===== src/rtl/coi_pkg.sv =====
// Shared types and register codes for the cooler output interlock.
// No dependencies; every other file imports this package.
package coi_pkg;

   typedef enum logic [1:0] {
      KIND_TICK     = 2'd0,
      KIND_COMMAND  = 2'd1,
      KIND_EVALUATE = 2'd2,
      KIND_SAFE_STOP = 2'd3
   } kind_type;

   localparam int unsigned CSR_ADDR_W = 3;
   localparam int unsigned CSR_DATA_W = 8;

   typedef enum logic [CSR_ADDR_W-1:0] {
      CSR_PUMP_MODE    = 3'd0,
      CSR_SWING_MODE   = 3'd1,
      CSR_DRAIN_ENABLE = 3'd2,
      CSR_SENSOR_MODE  = 3'd3,
      CSR_SENSOR_DELAY = 3'd4
   } csr_addr_type;

   // Mode codes shared by pump, swing and sensor registers
   localparam logic [1:0] MODE_OFF = 2'd0;
   localparam logic [1:0] MODE_NO  = 2'd1;
   localparam logic [1:0] MODE_NC  = 2'd2;

   typedef struct packed {
      kind_type    kind;
      logic        water_sense;
      logic [1:0]  buttons;
      logic        system_on;
      logic        pump_request;
      logic        swing_request;
      logic        exhaust_request;
      logic [1:0]  drain_status;
      logic        reverse_direction;
      logic [15:0] freq_request;
      logic        trip;
      logic        motor_turning;
   } req_type;

   typedef struct packed {
      logic        pump_pin;
      logic        louvre_pin;
      logic        drain_pin;
      logic        fan_enable;
      logic        fan_reverse;
      logic        motor_off;
      logic        motor_run_cmd;
      logic        water_confirmed;
      logic [15:0] freq_target;
   } rsp_type;

   typedef struct packed {
      logic [1:0] pump_mode;
      logic [1:0] swing_mode;
      logic       drain_enable;
      logic [1:0] sensor_mode;
      logic [7:0] sensor_delay;
   } cfg_type;

endpackage


===== src/rtl/coi_if.sv =====
// Valid/ready channel interfaces for items, results and register writes.
// Depends on coi_pkg.
interface coi_req_if import coi_pkg::*; ();
   logic    valid;
   logic    ready;
   req_type payload;
   modport source (output valid, output payload, input ready);
   modport sink (input valid, input payload, output ready);
endinterface

interface coi_rsp_if import coi_pkg::*; ();
   logic    valid;
   logic    ready;
   rsp_type payload;
   modport source (output valid, output payload, input ready);
   modport sink (input valid, input payload, output ready);
endinterface

interface coi_csr_if import coi_pkg::*; ();
   logic                  valid;
   logic                  ready;
   logic [CSR_ADDR_W-1:0] addr;
   logic [CSR_DATA_W-1:0] data;
   modport source (output valid, output addr, output data, input ready);
   modport sink (input valid, input addr, input data, output ready);
endinterface


===== src/rtl/coi_csr.sv =====
// Configuration register file: mode, enable and sensor delay registers.
// Depends on coi_pkg.
module coi_csr import coi_pkg::*; (
   input  logic                  clock,
   input  logic                  reset,
   input  logic                  wr_en,
   input  logic [CSR_ADDR_W-1:0] wr_addr,
   input  logic [CSR_DATA_W-1:0] wr_data,
   output cfg_type               cfg
);

   cfg_type cfg_ff, cfg_in;

   always_comb begin
      cfg_in = cfg_ff;
      if (wr_en) begin
         unique case (wr_addr)
            CSR_PUMP_MODE:    cfg_in.pump_mode    = wr_data[1:0];
            CSR_SWING_MODE:   cfg_in.swing_mode   = wr_data[1:0];
            CSR_DRAIN_ENABLE: cfg_in.drain_enable = wr_data[0];
            CSR_SENSOR_MODE:  cfg_in.sensor_mode  = wr_data[1:0];
            CSR_SENSOR_DELAY: cfg_in.sensor_delay = wr_data[7:0];
            default:          cfg_in = cfg_ff; // unmapped: drop
         endcase
      end
   end

   always_ff @(posedge clock) begin
      if (reset) begin
         cfg_ff <= '{pump_mode: MODE_NO, swing_mode: MODE_NO, drain_enable: 1'b1,
                     sensor_mode: MODE_NO, sensor_delay: 8'd5};
      end else begin
         cfg_ff <= cfg_in;
      end
   end

   assign cfg = cfg_ff;

endmodule


===== src/rtl/coi_core.sv =====
// Interlock state and the single-pass next-state logic for one item.
// Depends on coi_pkg.
module coi_core import coi_pkg::*; (
   input  logic    clock,
   input  logic    reset,
   input  cfg_type cfg,
   input  logic    advance,
   input  req_type item,
   output rsp_type result
);

   logic        start_latch_ff, start_latch_in;
   logic        remote_on_ff, remote_on_in;
   logic        remote_pump_ff, remote_pump_in;
   logic        remote_swing_ff, remote_swing_in;
   logic        remote_exhaust_ff, remote_exhaust_in;
   logic [1:0]  remote_drain_ff, remote_drain_in;
   logic        direction_ff, direction_in;
   logic [15:0] held_freq_ff, held_freq_in;
   logic        last_reading_ff, last_reading_in;
   logic [7:0]  holdoff_ff, holdoff_in;
   logic        stable_ff, stable_in;
   logic        pin_pump_ff, pin_pump_in;
   logic        pin_swing_ff, pin_swing_in;
   logic        pin_drain_ff, pin_drain_in;
   logic        pin_motor_ff, pin_motor_in;
   logic        flag_run_ff, flag_run_in;
   logic        flag_off_ff, flag_off_in;
   logic        flag_rev_ff, flag_rev_in;

   logic reading;
   logic drain_act;
   logic permit;
   logic motor_act;
   logic pump_ok;
   logic swing_ok;
   logic pump_idle_level;
   logic swing_idle_level;
   logic latch_cmd;

   function automatic logic pump_level(input logic [1:0] mode, input logic on);
      return (mode == MODE_NC) ? !on : on;
   endfunction

   function automatic logic swing_level(input logic [1:0] mode, input logic on);
      logic lvl;
      if (mode == MODE_OFF) begin
         lvl = 1'b0;
      end else begin
         lvl = (mode == MODE_NC) ? !on : on;
      end
      return lvl;
   endfunction

   always_comb begin
      // Sensor polarity; the unused mode code reads as active low
      if (cfg.sensor_mode == MODE_OFF) begin
         reading = 1'b0;
      end else if (cfg.sensor_mode == MODE_NO) begin
         reading = item.water_sense;
      end else begin
         reading = !item.water_sense;
      end

      drain_act = (remote_drain_ff != 2'd0) && cfg.drain_enable && !item.trip;
      permit    = remote_on_ff && start_latch_ff && !drain_act && !item.trip;
      motor_act = (remote_on_ff && start_latch_ff &&
                   !((remote_drain_ff != 2'd0) && cfg.drain_enable)) || item.motor_turning;
      pump_ok   = remote_on_ff && remote_pump_ff && !remote_exhaust_ff &&
                  !((remote_drain_ff != 2'd0) && cfg.drain_enable) &&
                  (cfg.pump_mode != MODE_OFF) && stable_ff && !item.trip;
      swing_ok  = motor_act && remote_swing_ff &&
                  !((remote_drain_ff != 2'd0) && cfg.drain_enable) &&
                  (cfg.swing_mode != MODE_OFF) && !remote_exhaust_ff && !item.trip;
      pump_idle_level  = pump_level(cfg.pump_mode, 1'b0);
      swing_idle_level = swing_level(cfg.swing_mode, 1'b0);

      // Start then stop, and drop the latch when the system is off
      latch_cmd = start_latch_ff;
      if (item.buttons[0]) begin
         latch_cmd = 1'b1;
      end
      if (item.buttons[1] || !item.system_on) begin
         latch_cmd = 1'b0;
      end
   end

   always_comb begin
      start_latch_in    = start_latch_ff;
      remote_on_in      = remote_on_ff;
      remote_pump_in    = remote_pump_ff;
      remote_swing_in   = remote_swing_ff;
      remote_exhaust_in = remote_exhaust_ff;
      remote_drain_in   = remote_drain_ff;
      direction_in      = direction_ff;
      held_freq_in      = held_freq_ff;
      last_reading_in   = last_reading_ff;
      holdoff_in        = holdoff_ff;
      stable_in         = stable_ff;
      pin_pump_in       = pin_pump_ff;
      pin_swing_in      = pin_swing_ff;
      pin_drain_in      = pin_drain_ff;
      pin_motor_in      = pin_motor_ff;
      flag_run_in       = flag_run_ff;
      flag_off_in       = flag_off_ff;
      flag_rev_in       = flag_rev_ff;

      unique case (item.kind)
         KIND_TICK: begin
            if (reading != last_reading_ff) begin
               last_reading_in = reading;
               holdoff_in      = cfg.sensor_delay;
            end else if (holdoff_ff != 8'd0) begin
               holdoff_in = holdoff_ff - 8'd1;
            end else begin
               stable_in = reading;
            end
         end
         KIND_COMMAND: begin
            start_latch_in    = latch_cmd;
            remote_on_in      = item.system_on;
            remote_pump_in    = item.pump_request;
            remote_swing_in   = item.swing_request;
            remote_exhaust_in = item.exhaust_request;
            remote_drain_in   = item.drain_status;
            direction_in      = item.reverse_direction;
            held_freq_in      = item.freq_request;
         end
         KIND_EVALUATE: begin
            if (drain_act) begin
               pin_drain_in = 1'b1;
               pin_pump_in  = pump_idle_level;
               pin_swing_in = swing_idle_level;
               flag_run_in  = 1'b0;
            end else begin
               pin_drain_in = 1'b0;
               pin_pump_in  = pump_level(cfg.pump_mode, pump_ok);
               pin_swing_in = swing_level(cfg.swing_mode, swing_ok);
               flag_run_in  = permit;
            end
            flag_rev_in  = direction_ff ^ remote_exhaust_ff;
            pin_motor_in = (!drain_act && permit) || item.motor_turning;
            flag_off_in  = !((!drain_act && permit) || item.motor_turning);
         end
         KIND_SAFE_STOP: begin
            start_latch_in = 1'b0;
            flag_run_in    = 1'b0;
            pin_pump_in    = pump_idle_level;
            pin_swing_in   = swing_idle_level;
            pin_drain_in   = 1'b0;
            // Leave the motor pin alone while it still turns
            if (!item.motor_turning) begin
               pin_motor_in = 1'b0;
            end
         end
         default: begin
         end
      endcase
   end

   always_ff @(posedge clock) begin
      if (reset) begin
         start_latch_ff    <= 1'b0;
         remote_on_ff      <= 1'b0;
         remote_pump_ff    <= 1'b0;
         remote_swing_ff   <= 1'b0;
         remote_exhaust_ff <= 1'b0;
         remote_drain_ff   <= 2'd0;
         direction_ff      <= 1'b0;
         held_freq_ff      <= 16'd0;
         last_reading_ff   <= 1'b0;
         holdoff_ff        <= 8'd0;
         stable_ff         <= 1'b0;
         pin_pump_ff       <= 1'b0;
         pin_swing_ff      <= 1'b0;
         pin_drain_ff      <= 1'b0;
         pin_motor_ff      <= 1'b0;
         flag_run_ff       <= 1'b0;
         flag_off_ff       <= 1'b1;
         flag_rev_ff       <= 1'b0;
      end else if (advance) begin
         start_latch_ff    <= start_latch_in;
         remote_on_ff      <= remote_on_in;
         remote_pump_ff    <= remote_pump_in;
         remote_swing_ff   <= remote_swing_in;
         remote_exhaust_ff <= remote_exhaust_in;
         remote_drain_ff   <= remote_drain_in;
         direction_ff      <= direction_in;
         held_freq_ff      <= held_freq_in;
         last_reading_ff   <= last_reading_in;
         holdoff_ff        <= holdoff_in;
         stable_ff         <= stable_in;
         pin_pump_ff       <= pin_pump_in;
         pin_swing_ff      <= pin_swing_in;
         pin_drain_ff      <= pin_drain_in;
         pin_motor_ff      <= pin_motor_in;
         flag_run_ff       <= flag_run_in;
         flag_off_ff       <= flag_off_in;
         flag_rev_ff       <= flag_rev_in;
      end
   end

   assign result = '{pump_pin: pin_pump_in, louvre_pin: pin_swing_in,
                     drain_pin: pin_drain_in, fan_enable: pin_motor_in,
                     fan_reverse: flag_rev_in, motor_off: flag_off_in,
                     motor_run_cmd: flag_run_in, water_confirmed: stable_in,
                     freq_target: held_freq_in};

endmodule


===== src/rtl/cooler_output_interlock.sv =====
// Cooler output interlock: input register, single-pass interlock logic, result register.
// An accepted item waits in the input register until the result register is free or its
// result is taken; its result is then registered into the result register.
// Throughput: one item per cycle while results are taken; back-pressure stalls the items.
// Reset: synchronous, active high; registers return to their defaults, pins low,
// motor flagged off, and both item registers empty.
module cooler_output_interlock import coi_pkg::*; (
   input  logic   clock,
   input  logic   reset,
   coi_req_if.sink   req_chan,
   coi_rsp_if.source rsp_chan,
   coi_csr_if.sink   csr_chan
);

   cfg_type cfg;
   logic    in_vld_ff, in_vld_in;
   req_type in_item_ff;
   logic    out_vld_ff, out_vld_in;
   rsp_type out_item_ff;
   rsp_type result;
   logic    advance;
   logic    req_fire;

   assign csr_chan.ready = 1'b1;

   coi_csr u_csr (
      .clock   (clock),
      .reset   (reset),
      .wr_en   (csr_chan.valid),
      .wr_addr (csr_chan.addr),
      .wr_data (csr_chan.data),
      .cfg     (cfg)
   );

   // Move the held item into the result register when that register is free or being read
   assign advance        = in_vld_ff && (!out_vld_ff || rsp_chan.ready);
   assign req_chan.ready = !in_vld_ff || advance;
   assign req_fire       = req_chan.valid && req_chan.ready;

   coi_core u_core (
      .clock   (clock),
      .reset   (reset),
      .cfg     (cfg),
      .advance (advance),
      .item    (in_item_ff),
      .result  (result)
   );

   always_comb begin
      in_vld_in  = req_fire || (in_vld_ff && !advance);
      out_vld_in = advance || (out_vld_ff && !rsp_chan.ready);
   end

   always_ff @(posedge clock) begin
      if (reset) begin
         in_vld_ff  <= 1'b0;
         out_vld_ff <= 1'b0;
      end else begin
         in_vld_ff  <= in_vld_in;
         out_vld_ff <= out_vld_in;
      end
   end

   always_ff @(posedge clock) begin
      if (req_fire) begin
         in_item_ff <= req_chan.payload;
      end
      if (advance) begin
         out_item_ff <= result;
      end
   end

   assign rsp_chan.valid   = out_vld_ff;
   assign rsp_chan.payload = out_item_ff;

endmodule

===== src/flat_wrapper.sv =====
// flat-port wrapper written by rule: the top's interface ports become plain ports
module cooler_output_interlock_flat import coi_pkg::*;
  (clock, reset, req_chan_valid, req_chan_payload, req_chan_ready, rsp_chan_valid, rsp_chan_payload, rsp_chan_ready, csr_chan_valid, csr_chan_addr, csr_chan_data, csr_chan_ready);
  coi_req_if req_chan_i ();
  coi_rsp_if rsp_chan_i ();
  coi_csr_if csr_chan_i ();
  input  logic clock;
  input  logic reset;
  input wire logic [$bits(req_chan_i.valid)-1:0] req_chan_valid;
  input wire logic [$bits(req_chan_i.payload)-1:0] req_chan_payload;
  output wire logic [$bits(req_chan_i.ready)-1:0] req_chan_ready;
  output wire logic [$bits(rsp_chan_i.valid)-1:0] rsp_chan_valid;
  output wire logic [$bits(rsp_chan_i.payload)-1:0] rsp_chan_payload;
  input wire logic [$bits(rsp_chan_i.ready)-1:0] rsp_chan_ready;
  input wire logic [$bits(csr_chan_i.valid)-1:0] csr_chan_valid;
  input wire logic [$bits(csr_chan_i.addr)-1:0] csr_chan_addr;
  input wire logic [$bits(csr_chan_i.data)-1:0] csr_chan_data;
  output wire logic [$bits(csr_chan_i.ready)-1:0] csr_chan_ready;
  assign req_chan_i.valid = req_chan_valid;
  assign req_chan_i.payload = req_chan_payload;
  assign req_chan_ready = req_chan_i.ready;
  assign rsp_chan_valid = rsp_chan_i.valid;
  assign rsp_chan_payload = rsp_chan_i.payload;
  assign rsp_chan_i.ready = rsp_chan_ready;
  assign csr_chan_i.valid = csr_chan_valid;
  assign csr_chan_i.addr = csr_chan_addr;
  assign csr_chan_i.data = csr_chan_data;
  assign csr_chan_ready = csr_chan_i.ready;
  cooler_output_interlock u_core (.clock(clock), .reset(reset), .req_chan(req_chan_i), .rsp_chan(rsp_chan_i), .csr_chan(csr_chan_i));
endmodule

===== config.mk =====
export PLATFORM = sky130hd
export DESIGN_NAME = cooler_output_interlock_flat
export DESIGN_NICKNAME = d
export VERILOG_FILES = /design/src/rtl/coi_pkg.sv /design/src/rtl/coi_if.sv /design/src/rtl/coi_csr.sv /design/src/rtl/coi_core.sv /design/src/rtl/cooler_output_interlock.sv /design/src/flat_wrapper.sv
export SDC_FILE = /design/constraint.sdc
export NUM_CORES = 1
export LEC_CHECK = 0
export BUFFER_PORTS_ARGS = -buffer_cell sky130_fd_sc_hd__buf_2
export CAP_MARGIN = 40
export CORE_MARGIN = 5
export CORE_UTILIZATION = 45
export DETAILED_ROUTE_END_ITERATION = 10
export PLACE_DENSITY = 0.68
export REMOVE_ABC_BUFFERS = 1
export SYNTH_ARGS = -nofsm -noshare
export SYNTH_HDL_FRONTEND = slang
export SYNTH_SLANG_ARGS = --single-unit

===== constraint.sdc =====
create_clock -name clock -period 2.1 [get_ports clock]
set_clock_uncertainty 0.2 [all_clocks]
set_input_delay 0.21 -clock clock [delete_from_list [all_inputs] [get_ports clock]]
set_output_delay 0.21 -clock clock [all_outputs]
set_load 0.02 [all_outputs]

# Word-level counts from Yosys, hierarchy flattened

Cells that the tools add are included.

Eq/ne operators: 12
Multiply operators: 0
Reduce and logical (&&, ||, !) cells: 61
Multiplexer cells: 29
Order comparisons: 0
Divide/modulo/power cells: 0
Shift operators: 0
Bitwise logic cells: 1
$add $sub $neg: 1

Operator list:

| kind                                                                    | count |
|---|---|
| 1-bit logical AND                                                       | 22 |
| 1-bit 2-to-1 mux                                                        | 20 |
| 16-bit 2-to-1 mux                                                       | 1 |
| 8-bit 2-to-1 mux                                                        | 2 |
| 1-bit logical NOT                                                       | 13 |
| 1-bit one-hot mux with 2 select lines                                   | 6 |
| 2-bit AND reduction                                                     | 6 |
| 2-bit nonzero test                                                      | 5 |
| 3-bit AND reduction                                                     | 3 |
| 2-bit == test, second input constant                                    | 4 |
| 8-bit nonzero test                                                      | 1 |
| 8-bit by 1-bit subtractor with 8-bit output, second input constant      | 1 |
| 1-bit logical OR                                                        | 7 |
| 3-bit by 2-bit == test with 1-bit output, second input constant         | 2 |
| 2-bit logical NOT                                                       | 3 |
| 2-bit by 1-bit == test with 1-bit output, second input constant         | 2 |
| 3-bit by 1-bit == test with 1-bit output, second input constant         | 1 |
| 3-bit == test, second input constant                                    | 1 |
| 3-bit logical NOT                                                       | 1 |
| 3-bit by 2-bit inequality test with 1-bit output, second input constant | 1 |
| 1-bit inequality test                                                   | 1 |
| 1-bit bitwise XOR                                                       | 1 |

Output and inout bits: 27
Bits in writable memories: 0
Memory bits (read-only): 0
Register bits: 112
Bits of input ports: 46
Memories: 0
Latch bits: 0

# Logic depth before layout (Yosys ltp)

Depth in word-level cells: 15
Mapped depth: 8
Mapped depth without buffers: 7

# Hierarchy

From an unflattened synthesis, not the netlist that was laid out.

Cell total of the unflattened synthesis: 415
Area, all modules: 4,678.2 um^2

By module, submodules not included:

| module                  | seq. area each (um^2) | cells each | instances | area an instance (um^2) |
|---|---|---|---|---|
| coi_core                | 820.8                 | 287        | 1         | 2,275.9 |
| cooler_output_interlock | 1,661.6               | 66         | 1         | 1,736.7 |
| coi_csr                 | 300.3                 | 62         | 1         | 665.6 |

# Worst setup path before layout

OpenSTA, ideal clock, no wires.

Path type: reg-to-reg
Start point: reg u_core.out_vld_ff, in the netlist u_core.rsp_chan.valid
End point: reg u_core.in_item_ff[0] (netlist name) (enable)
Slack: -6 ps
Path buffers: 0
Data arrival time: 1,516 ps
Stages on the path, launching flop included: 4
Required time: 1,510 ps
Library setup time: 390 ps
Cells stage by stage: dfxtp_1 -> nor2b_1 -> nand2_1 -> and2_1

Word-level cells in the longest chain between the ends: 5

RTL lines:

| what                      | line                          | RTL |
|---|---|---|
| start, declared           | cooler_output_interlock.sv:18 | `logic out_vld_ff, out_vld_in;` |
| start signal, assigned    | cooler_output_interlock.sv:60 | `out_vld_ff <= out_vld_in;` |
| 1-bit logical NOT         | cooler_output_interlock.sv:36 | `assign advance = in_vld_ff && (!out_vld_ff \|\| rsp_chan.ready);` |
| 1-bit logical OR          | cooler_output_interlock.sv:36 |  |
| 1-bit logical AND         | cooler_output_interlock.sv:36 |  |
| 1-bit logical OR          | cooler_output_interlock.sv:37 | `assign req_chan.ready = !in_vld_ff \|\| advance;` |
| named net req_chan_ready  | flat_wrapper.sv:11            | `output wire logic [$bits(req_chan_i.ready)-1:0] req_chan_ready;` |
| 1-bit logical AND         | cooler_output_interlock.sv:38 | `assign req_fire = req_chan.valid && req_chan.ready;` |
| named net u_core.req_fire | cooler_output_interlock.sv:22 | `logic req_fire;` |
| end signal, assigned      | cooler_output_interlock.sv:66 | `in_item_ff <= req_chan.payload;` |
| end, declared             | cooler_output_interlock.sv:17 | `req_type in_item_ff;` |

The timed path passes the listed nets, and every way through them passes these cells.
A chain may end at the register's enable or synchronous reset.

# Worst setup path after layout

Start point: reg u_core.u_core.holdoff_ff[1]
End point: reg u_core.u_core.stable_ff

Word-level cells in the longest chain between the ends: 4

RTL lines:

| what                   | line            | RTL |
|---|---|---|
| start, declared        | coi_core.sv:21  | `logic [7:0] holdoff_ff, holdoff_in;` |
| start signal, assigned | coi_core.sv:191 | `holdoff_ff <= holdoff_in;` |
| 8-bit nonzero test     | coi_core.sv:113 | `end else if (holdoff_ff != 8'd0) begin` |
| 1-bit 2-to-1 mux       | coi_core.sv:113 |  |
| 1-bit 2-to-1 mux       | coi_core.sv:110 | `if (reading != last_reading_ff) begin` |
| 1-bit 2-to-1 mux       | coi_core.sv:108 | `unique case (item.kind)` |
| end signal, assigned   | coi_core.sv:192 | `stable_ff <= stable_in;` |
| end, declared          | coi_core.sv:22  | `logic stable_ff, stable_in;` |

Every way passes these cells.

==> impl_metrics.env <==
export IMPL_die_w_um=110
export IMPL_netlist_instances=410
export IMPL_cp_required_ps=2140
export IMPL_async_flop_share_pct=0
export IMPL_maxCapViolations=0
export IMPL_pre_cts_ws_ps=-8.90
export IMPL_drt_first_pass_iters=4
export IMPL_portBuffers=71
export IMPL_insertion_delay_ps=370
export IMPL_die_h_um=110
export IMPL_cts_root_buf="clkbuf_8"
export IMPL_met2_length_um=4900
export IMPL_die_area_um2=12200
export IMPL_pwr_share_seq_pct=60.1
export IMPL_status="finished, final reports clean"
export IMPL_avgRoutedWirePerCell_um=14.3
export IMPL_tightestPinTransition_ps=553
export IMPL_cp_num_buf_inv=1
export IMPL_synth_most_common_cell="nand2_1"
export IMPL_synth_commonest_cells="nand2_1, dfxtp_1, edfxtp_1"
export IMPL_power_density_nw_per_um2=706
export IMPL_grt_pass1_vias=3435
export IMPL_highest_layer="met4"
export IMPL_yosysWarnings=0
export IMPL_worstPathMaxFanout=3
export IMPL_synth_edf_count=54
export IMPL_n_fill_cell=842
export IMPL_core_area_um2=9820
export IMPL_antenna_left=0
export IMPL_combPwrFrac_pct=11.6
export IMPL_p_int_uw=3050
export IMPL_fin_ws_ps=48.8
export IMPL_nets=583
export IMPL_period_needed_ps=2050
export IMPL_ctsHtreeMaxLevel=3
export IMPL_synth_top_area_share_pct=35.7
export IMPL_cts_buffers=9
export IMPL_synthTopCellsByArea="edfxtp_1, dfxtp_1, nand2_1"
export IMPL_num_rows=36
export IMPL_min_path_type="input pin to flop"
export IMPL_synth_largest_area_cell="edfxtp_1"
export IMPL_setup_tns_final_ps=0
export IMPL_stdcell_count=674
export IMPL_dp_cells=613
export IMPL_syn_area_per_cell_um2=11.1
export IMPL_drt_initial_drc_count=175
export IMPL_cts_num_sinks=112
export IMPL_antenna_found_initial=0
export IMPL_cpLargestDelayFamily="simple AND/OR/NAND/NOR gates"
export IMPL_rsz0062_at_grt="true"
export IMPL_synthesis_area_um2=4540
export IMPL_hold_ws_ps=35.4
export IMPL_synth_distinct_cells=49
export IMPL_synth_main_ff_cell="dfxtp_1"
export IMPL_grt_total_usage_pct=16.1
export IMPL_via_per_inst=4.98
export IMPL_cp_start_kind="flop"
export IMPL_arrival_ps=2090
export IMPL_grt_max_degree=51
export IMPL_p_leak_uw=0.00219
export IMPL_drive_gt1_share_pct=25.9
export IMPL_vias=3357
export IMPL_diodes=0
export IMPL_clock_fmax_mhz=488
export IMPL_peakVddDrop_uv=321
export IMPL_crit_chain="inv_2, ha_4, or3b_4, or2_4, nor3_4, nor4b_4, nor4_2"
export IMPL_setup_viol=0
export IMPL_area_growth_pct=26.0
export IMPL_tritoncts="yes"
export IMPL_end_kind="flop"
export IMPL_period_share_pct=97.7
export IMPL_drc=0
export IMPL_met3_length_um=439
export IMPL_drt_total_wl_um=9610
export IMPL_final_hold_viol_count=0
export IMPL_initial_core_util_pct=46.2
export IMPL_placed_cell_area_um2=5080
export IMPL_maxSlewViolCount=0
export IMPL_synth_seq_cells=112
export IMPL_fin_area_um2=5710
export IMPL_cpPeakStageDelay_ps=390
export IMPL_switchingPower_uw=986
export IMPL_globalplace_congestion=0.774
export IMPL_detailed_place_hpwl_um=6410
export IMPL_cpMaxStageDelayCell="or3b_4"
export IMPL_path_clk_slew_ps=90
export IMPL_path_class="flop to flop"
export IMPL_ioPinCount=73
export IMPL_relSlewSlack_pct=63.1
export IMPL_p_clk_share_pct=28.4
export IMPL_grt_pass1_wl_um=16200
export IMPL_yosysSeqAreaShare_pct=61.3
export IMPL_switching_share_pct=24.4
export IMPL_m1WireLength_um=4110
export IMPL_grt_ovfl_total=0
export IMPL_clk_path_buf_depth=2
-- path summary, 6_finish.rpt --
check | cells after the start | endpoint | from | slack (ps)
max | 7 | u_core.u_core.stable_ff | u_core.u_core.holdoff_ff[1] | 50
min | 4 | u_core.u_csr.cfg[10] | csr_chan_addr[0] | 40
max reg2reg | 7 | u_core.u_core.stable_ff | u_core.u_core.holdoff_ff[1] | 50
min reg2reg | 2 | u_core.u_core.held_freq_ff[4] | u_core.u_core.held_freq_ff[4] | 260
-- layer usage --
metal | up-vias | global-route usage, %
li1 | 1694 | -
met1 | 1575 | 19.3
met2 | 77 | 28.3
met3 | 11 | 3.67
met4 | 0 | 5.67
met5 | - | 0
-- final cells by class --
type	instances	area [um2]	share of cell area, %
flip-flops and latches	112	2790	48.8
multi-input cells	263	1590	27.9
repair buffers	135	945	16.5
well taps	133	166	2.91
clock buffers	12	135	2.36
inverters	15	56.3	0.985
clock inverters	4	31.3	0.547
-- cells by family after synthesis --
group / share of synthesized area, %
mux: 8.44
simple gates: 15.4
xor+xnor: 0.552
flops: 61.3
fa+ha+maj: 0.276
compound gates: 9.85
other cells: 0.0827
buf+inv: 4.05
-- tightest hold or removal path: stages --
cell	delay, ps
buf_2	110
nand3b_1	120
mux2i_1	70
nand2_1	60
-- cell usage in the layout (no fill, tap or decap), drive strengths merged, types with 3 or more instances in the layout --
master,count
nand2b,3
mux2i,19
nor2b,6
a21oi,44
and3,4
nor4b,3
nor2,26
clkinv,3
inv,16
dfxtp,58
nand3,8
edfxtp,54
o32ai,8
o21a,3
buf,93
dlygate4sd3,42
nand2,84
o21ai,8
mux2,16
clkbuf,12
-- flip-flops by register name (all words and copies together) (netlist names), 2 cells and up --
name                           count
u_core.u_core.remote_drain_ff      2
u_core.u_csr.cfg                  15
u_core.u_core.holdoff_ff           8
u_core.in_item_ff                 30
u_core.u_core.held_freq_ff        16
u_core.rsp_chan.payload           24
-- through the flow --
step	power, uW	utilization [%]
6_report	4040	58.2
2_1_floorplan	2690	-
3_3_place_gp	2850	51.6
4_1_cts	4070	57.8
3_5_place_dp	2870	51.7
5_1_grt	4210	58.2
-- timing repair --
action	CTS	global route
hold buffers	42	0
pin swaps	2	3
endpoints found under the setup margin	1	5
gates resized for setup	1	8
buffers inserted	1	2
hold endpoints to repair	47	0
-- power groups by stage --
stage / clock [uW] / combinational, uW / sequential (uW)
after floorplan: 0 / 198 / 2500
after global placement: 0 / 383 / 2470
after detailed placement: 0 / 395 / 2470
after CTS: 1180 / 460 / 2420
after global routing: 1270 / 512 / 2430
final: 1140 / 467 / 2420
Note: power is estimated with default switching activity, not from simulation.
